--- config.mk ---
export PLATFORM = sky130hd
export DESIGN_NAME = rbst_div
export DESIGN_NICKNAME = d
export VERILOG_FILES = /design/src/rtl/rbst_pkg.sv /design/src/rtl/rbst_div.sv
export SDC_FILE = /design/constraint.sdc
export NUM_CORES = 2
export LEC_CHECK = 0
export BUFFER_PORTS_ARGS = -buffer_cell sky130_fd_sc_hd__buf_2
export CORE_UTILIZATION = 50
export DETAILED_ROUTE_END_ITERATION = 10
export PLACE_DENSITY = 0.68
export SLEW_MARGIN = 40
export SYNTH_ARGS = -nofsm -noshare
export SYNTH_HDL_FRONTEND = slang
export SYNTH_SLANG_ARGS = --single-unit
--- constraint.sdc ---
create_clock -name clk_i -period 12.92 [get_ports clk_i]
set_clock_uncertainty 0.1 [all_clocks]
set_input_delay 0 -clock clk_i [delete_from_list [all_inputs] [get_ports clk_i]]
set_output_delay 0 -clock clk_i [all_outputs]
set_load 0.02 [all_outputs]
--- src/rtl/rbst_pkg.sv ---
// ----------------------------------------------------------------------------
// rbst_pkg
// Shared constants and types for the ray versus box slab test pipeline.
// ----------------------------------------------------------------------------
package rbst_pkg;

  // Coordinate format: signed fixed point, Q16.16.
  localparam int CoordBits = 32;
  localparam int FracBits  = 16;

  // Divider layout: one quotient bit per step, several steps per stage.
  localparam int QuotBits      = CoordBits;
  localparam int StepsPerStage = 4;
  localparam int DivStages     = QuotBits / StepsPerStage;
  // Prep register plus the divider stages.
  localparam int DivLat        = DivStages + 1;
  // Divider, axis output register, xy merge, z test.
  localparam int PipeLat       = DivLat + 3;

  typedef logic signed [CoordBits-1:0] coord_t;

  // State of one restoring divider between stages.
  typedef struct packed {
    logic                 neg;   // quotient sign
    logic                 ovf;   // quotient does not fit QuotBits
    logic [CoordBits-1:0] dmag;  // divisor magnitude
    logic [CoordBits:0]   rem;   // partial remainder
    logic [CoordBits-1:0] nlow;  // dividend bits still to shift in
    logic [QuotBits-1:0]  quot;  // quotient bits so far
  } div_stage_t;

  // Per-axis flags carried alongside the dividers.
  typedef struct packed {
    logic dzero;   // direction component is zero
    logic inslab;  // origin lies within the slab
  } axis_flag_t;

  // Saturation limits of the coordinate range.
  localparam coord_t CoordMax = {1'b0, {(CoordBits-1){1'b1}}};
  localparam coord_t CoordMin = {1'b1, {(CoordBits-1){1'b0}}};

endpackage

--- src/rtl/rbst_div.sv ---
// ----------------------------------------------------------------------------
// rbst_div
// Pipelined fixed-point divider: (bound - org) / dir, truncated, saturated.
// ----------------------------------------------------------------------------
module rbst_div (
  input  logic            clk_i,
  input  logic            en_i,
  input  rbst_pkg::coord_t bound_i,
  input  rbst_pkg::coord_t org_i,
  input  rbst_pkg::coord_t dir_i,
  output rbst_pkg::coord_t quot_o
);
  import rbst_pkg::*;

  logic signed [CoordBits:0] diff;
  logic [CoordBits:0]        nmag;
  logic [CoordBits-1:0]      dmag;
  div_stage_t                prep_d;
  div_stage_t                stage_q [DivLat];
  logic [QuotBits:0]         qmag;
  logic [QuotBits:0]         neg_lim;

  // Exact difference, its magnitude and the overflow check of the quotient.
  always_comb begin
    diff   = {bound_i[CoordBits-1], bound_i} - {org_i[CoordBits-1], org_i};
    nmag   = diff[CoordBits] ? -diff : diff;
    dmag   = dir_i[CoordBits-1] ? -dir_i : dir_i;
    prep_d.neg  = diff[CoordBits] ^ dir_i[CoordBits-1];
    prep_d.ovf  = {{(FracBits){1'b0}}, nmag} >= {1'b0, dmag, {FracBits{1'b0}}};
    prep_d.dmag = dmag;
    prep_d.rem  = {{(FracBits){1'b0}}, nmag[CoordBits:FracBits]};
    prep_d.nlow = {nmag[FracBits-1:0], {(CoordBits-FracBits){1'b0}}};
    prep_d.quot = '0;
  end

  always_ff @(posedge clk_i) begin
    if (en_i) begin
      stage_q[0] <= prep_d;
    end
  end

  // Restoring division, a few quotient bits per stage.
  for (genvar s = 1; s < DivLat; s++) begin : g_stage
    div_stage_t st_d;
    always_comb begin
      st_d = stage_q[s-1];
      for (int k = 0; k < StepsPerStage; k++) begin
        st_d.rem  = {st_d.rem[CoordBits-1:0], st_d.nlow[CoordBits-1]};
        st_d.nlow = {st_d.nlow[CoordBits-2:0], 1'b0};
        if (st_d.rem >= {1'b0, st_d.dmag}) begin
          st_d.rem  = st_d.rem - {1'b0, st_d.dmag};
          st_d.quot = {st_d.quot[QuotBits-2:0], 1'b1};
        end else begin
          st_d.quot = {st_d.quot[QuotBits-2:0], 1'b0};
        end
      end
    end
    always_ff @(posedge clk_i) begin
      if (en_i) begin
        stage_q[s] <= st_d;
      end
    end
  end

  // Saturate to the signed range and apply the sign.
  always_comb begin
    neg_lim = {1'b0, CoordMin};
    qmag    = {1'b0, stage_q[DivLat-1].quot};
    if (stage_q[DivLat-1].neg) begin
      if (stage_q[DivLat-1].ovf || qmag > neg_lim) begin
        quot_o = CoordMin;
      end else begin
        quot_o = coord_t'(-qmag[CoordBits-1:0]);
      end
    end else begin
      if (stage_q[DivLat-1].ovf || qmag[CoordBits-1]) begin
        quot_o = CoordMax;
      end else begin
        quot_o = coord_t'(qmag[CoordBits-1:0]);
      end
    end
  end

endmodule

Word level (Yosys, flattened, before mapping)
Memories as Yosys holds them, arrays and structs flattened.
Index checks and enable logic that the tools add are counted.
{"block": "word_totals", "ff_bits": 0, "mem_bits_rw": 1143, "output_inout_bits": 32, "memories": 1}
{"memory": "stage_q", "depth": 9, "word_bits": 127, "rd": 9, "rd_ports_with_merged_regs": 0, "write_ports": 9, "line": "rbst_div.sv:19", "text": "div_stage_t stage_q [DivLat];"}
{"block": "classes", "addsub": 36, "magnitude_cmp": 34, "muxes": 71, "n_bitwise": 1, "n_reduce_logical": 2}
{"operator": ">= comparator 33 x 32 -> 1 bit", "count": 32}
{"operator": "two-way mux 32 bit", "count": 28}
{"operator": "subtractor 32 bit", "count": 24}
{"operator": "two-way mux 33 bit", "count": 9}
{"operator": "subtractor 33 x 32 -> 33 bit", "count": 8}
{"operator": "negator 32 bit", "count": 2}
{"operator": ">= comparator 33 x 48 -> 1 bit", "count": 1}
{"operator": "two-way mux 1 bit", "count": 34}
{"operator": "negator 33 bit", "count": 1}
{"operator": "subtractor 32 x 32 -> 33 bit", "count": 1}
{"operator": "> comparator 32 bit, second input constant", "count": 1}
{"operator": "logical OR 1 bit", "count": 2}
{"operator": "bitwise XOR 1 bit", "count": 1}

Logic depth before layout (Yosys ltp)
An unclocked memory read counts as a cell.
{"block": "depth", "ltp_word": 9, "ltp_mapped": 62}

Worst setup path after synthesis
OpenSTA, ideal clock, no wires.
{"block": "synth_timing", "path_kind": "reg-to-reg", "startpoint": "memory stage_q[0][475] (netlist name)", "endpoint": "memory stage_q[0][598] (netlist name) (data pin)", "setup_time_ns": 0.261, "arrival_time_ns": 13.276, "setup_slack_ns": -0.717, "path_stages_with_launch": 60, "period_less_slack_ns": 13.637, "cell_sequence": "edfxtp_1 > inv_1 > ha_1 > nor2b_1 > o31ai_1 > a21oi_1 > o211ai_1 > a211o_1 > a2111oi_0 > a211o_1 > buf_1 > buf_1 > clkbuf_1 > mux2i_1 > inv_1 > ha_1 > o211ai_1 > a21oi_1 > [24 not listed] > buf_1 > nor2_1 > a21oi_1 > ha_1 > nor2b_1 > o31ai_1 > a21oi_1 > o21ai_0 > a22oi_1 > a21oi_1 > a311oi_1 > o31ai_1 > o211ai_1 > a221oi_1 > nand2b_1 > clkinv_1 > clkbuf_1 > a221o_1"}
{"element": "from (decl)", "line": "rbst_div.sv:19"}

==> results.md <==
Synth:
- Synthesis produced 9,845 cells.
- The number of warnings issued by yosys is 0.
- The leading register cell type out of synthesis is sky130_fd_sc_hd__edfxtp_1.
- Yosys mapped a number of flops with a built-in enable equal to approximately 700.
- The average footprint of a synthesized cell is around 8.6 sq um.
- In this run, distinct cell masters in the synthesized netlist total 90.
- The number of nets handed over by synthesis was 11,000.
- The synthesized netlist occupies a cell area of 84,800 sq um.
- The async set-or-reset flop fraction in the synthesized netlist is 0%.
- The post-synthesis sequential element count is 699.
- Sequential cells were found to cover between 20% and 30% of the synthesized design area.

Routing:
- The routed layout has approximately 80,000 vias.
- The detailed router finished its first iteration with 7,036 violations.
- The routed wire length per instance is about 21 microns.
- The first TritonRoute pass finished after 6 iterations.
- The average vias per placed instance is between 6 and 7.
- After detailed routing, the number of remaining DRC violations is 0.
- The detail route stage leaves a number of antenna-violating nets equal to 0.
- For this block, the routed nets add up to roughly 280,000 microns of wire.

Clock tree:
- TritonCTS built the clock tree.
- After clock tree synthesis, the clock-pin slew on the worst setup and hold paths is approximately 0.060 ns.
- The tree built by TritonCTS fans out to 699 sinks.
- The clock buffer count from CTS is 83.
- The clock reaches the later pin of the worst-skew pair after around 0.75 ns.
- The number of buffers on the longest clock path is 3.
- The depth of the CTS H-tree is 3.
- The tree is rooted in a sky130_fd_sc_hd__clkbuf_16.

Global routing:
- The overall global routing resource usage is a little under a third.
- The via count of the first global-routing pass came to 75,900.
- The number of antenna violations at the first check in global routing is 6.
- Summed over all layers, the global routing overflow is 0.
- Global routing consumed, on the met3 layer, 4.42% of the routing resources.
- The most utilized layer in the global route result is met2.
- For this run, global-route usage on met2 was measured as about half.
- The global-route wire length before repair is 423,000 microns.
- The routing usage on met1 is 41.8%.
- The maximum number of pins on one net before global-route repair is 168.

Layout:
- The layout filler cell count is 14,800.
- The number of nets in the layout is between 10,000 and 15,000.
- stage_q holds more flip-flops than any other register.
- The most common cell after layout, fill and taps aside is sky130_fd_sc_hd__ha_1.
- The largest registers in the layout are stage_q (699).
- The library cells used most frequently in the layout, excluding fill and tap cells, are 1,043 x sky130_fd_sc_hd__ha_1, 932 x sky130_fd_sc_hd__a21oi_1, 875 x sky130_fd_sc_hd__buf_4.
- The core occupancy in the finished layout is 59.3%.
- The area growth from synthesis to layout is 17.3%.
- The ratio of cells with drive above 1 in the final layout is between 10% and 20%.
- The register with the most flip-flops in the layout has 699 of them.

Timing:
- The final hold violation count is 0.
- The final-layout setup total negative slack is 0 ns.
- The share of the clock period used by the worst path is a little over nine tenths.
- The final worst setup slack is 0.317 ns.
- The setup violation total in the final timing report is 0.
- The worst path needs 12.60 ns of the cycle, external delays included.
- Static timing analysis puts the maximum clock frequency at 0.0793 GHz.
- The transition time at the pin with the least slew margin is approximately 0.85 ns.
- The total count of max-transition violations in the final report is 0.
- In this run the tightest slew margin relative to its limit is 42.2%.

Floorplan:
- The floorplan has 150 rows.
- Once the floorplan was initialized, standard cells occupied 50.5% of the core.
- The floorplan die area is ~170,000 sq um.
- The number of top-level design ports is 130.
- Measured along the y axis, the die boundary spans approximately 410 microns.
- The core area is 168,000 sq um.
- The overall die width is 414 microns.

Critical path:
- By startpoint and endpoint, the worst setup path is classified as register to register.
- The kind of end point of the critical path is a register.
- Data on the critical path arrives at its endpoint at around 13 ns.
- In this run the worst path has a maximum fanout of 20.
- The startpoint type of the worst setup path is a register.
- At the worst endpoint, the required time is 13.22 ns.
- The stage delay of the slowest cell on the critical path is 0.48 ns.
- The worst register-to-register path begins at stage_q[0][480].
- The origin of the worst setup path is stage_q[0][480].
- The largest individual stage delay along the critical path comes from the cell sky130_fd_sc_hd__edfxtp_1.

Place:
- The sum of net half-perimeters after detailed placement is 225,000 microns.
- During placement, the flow inserted port buffers numbering 129.
- The worst setup timing slack at the placement stage is -0.525 ns.
- Routability-driven placement finished with a final weighted congestion of 1.03.

Run:
- The count of max-cap constraint violations is 0.

Status:
- The run finished with clean final reports.

Hold path:
- The startpoint of the most critical hold path is org_i[22].
- The worst hold path belongs to the class input port to register.
[worst max-delay path: cells and delay by family, from the launching register on]
| kind | cells | cell delay [ns] |
|---|---|---|
| multiplexers | 2 | 0.52 |
| buffers and inverters | 11 | 1.53 |
| AO/OA/AOI/OAI | 33 | 7.35 |
| AND/OR/NAND/NOR | 6 | 1.09 |
| flip-flops | 1 | 0.48 |
| adder cells (fa/ha/maj) | 4 | 1.19 |
[cell usage after synthesis (133+ instances only)]
cell | count | area [sq um]
sky130_fd_sc_hd__nand2_1 | 678 | 2540
sky130_fd_sc_hd__nor2b_1 | 133 | 832
sky130_fd_sc_hd__xor2_1 | 287 | 2510
sky130_fd_sc_hd__xnor2_1 | 618 | 5410
sky130_fd_sc_hd__mux2_2 | 489 | 5510
sky130_fd_sc_hd__a21oi_1 | 961 | 4810
sky130_fd_sc_hd__nand2b_1 | 142 | 888
sky130_fd_sc_hd__a21o_1 | 427 | 3210
sky130_fd_sc_hd__o21a_1 | 172 | 1290
sky130_fd_sc_hd__ha_1 | 1050 | 13100
sky130_fd_sc_hd__clkbuf_1 | 171 | 642
sky130_fd_sc_hd__nand3_1 | 197 | 986
sky130_fd_sc_hd__edfxtp_1 | 699 | 21000
sky130_fd_sc_hd__o21ai_0 | 628 | 3140
sky130_fd_sc_hd__nor2_1 | 680 | 2550
sky130_fd_sc_hd__inv_1 | 673 | 2530
sky130_fd_sc_hd__nor3_1 | 186 | 931
[kinds of logic (layout without fill, tap and decap cells)]
group                    after synthesis  count (layout)  share of synthesized area, %
AO/OA/AOI/OAI                       3143            3144                          23.9
AND/OR/NAND/NOR                     2574            2574                          14.8
adder cells (fa/ha/maj)             1071            1071                          16.0
XOR/XNOR                             905             905                          9.35
buffers and inverters                902            1987                          4.01
flip-flops                           699             699                          24.7
multiplexers                         551             551                          7.22
other                                  0               2                             0
[final timing paths]
kind / endpoint / slack [ns] / cells after the start
setup / recovery: stage_q[0][580] / 0.32 / 56
hold / removal: stage_q[0][66] / 0.05 / 5
setup reg to reg: stage_q[0][580] / 0.32 / 56
hold reg to reg: stage_q[0][391] / 0.28 / 0
[routing by layer]
metal | share of wire (%) | vias to the layer above | routed length (microns)
met2 | 46 | 2826 | 126000
met3 | 7.2 | 457 | 19900
met4 | 3.6 | 2 | 9860
met1 | 44 | 37900 | 121000
li1 | - | 38800 | -
met5 | 0.0047 | - | 13
[cell type report]
cell class / instances / area (sq um) / share of cell area [%]
diodes: 2 / 5.00 / 0.00503
clock inverters: 61 / 668 / 0.671
well taps: 2204 / 2760 / 2.77
multi-input cells: 8245 / 61400 / 61.7
repair buffers: 1146 / 8970 / 9.01
inverters: 686 / 2590 / 2.60
flip-flops and latches: 699 / 21000 / 21.1
clock buffers: 94 / 2120 / 2.13
[through the flow]
step | cell area, sq um | std cells | hold WS [ns]
6_report | 99500 | 13100 | 0.0549
2_1_floorplan | 84900 | 9845 | -0.00113
4_1_cts | 98400 | 13100 | 0.000151
3_5_place_dp | 94500 | 12800 | 0.230
3_3_place_gp | 94400 | 12800 | 0.223
5_1_grt | 99500 | 13100 | 0.0554
[what timing repair did]
action | 4_1_cts | 5_1_grt
pin swaps | 2 | 43
cloned | 1 | 3
endpoints found under the hold margin | 132 | 0
endpoints found under the setup margin | 159 | 232
hold buffers | 99 | 0
setup buffers | 8 | 27
gates resized for setup | 25 | 203
Power is not shown: default switching activity piles up to over one toggle a cycle in this logic, so the estimate is an artifact.
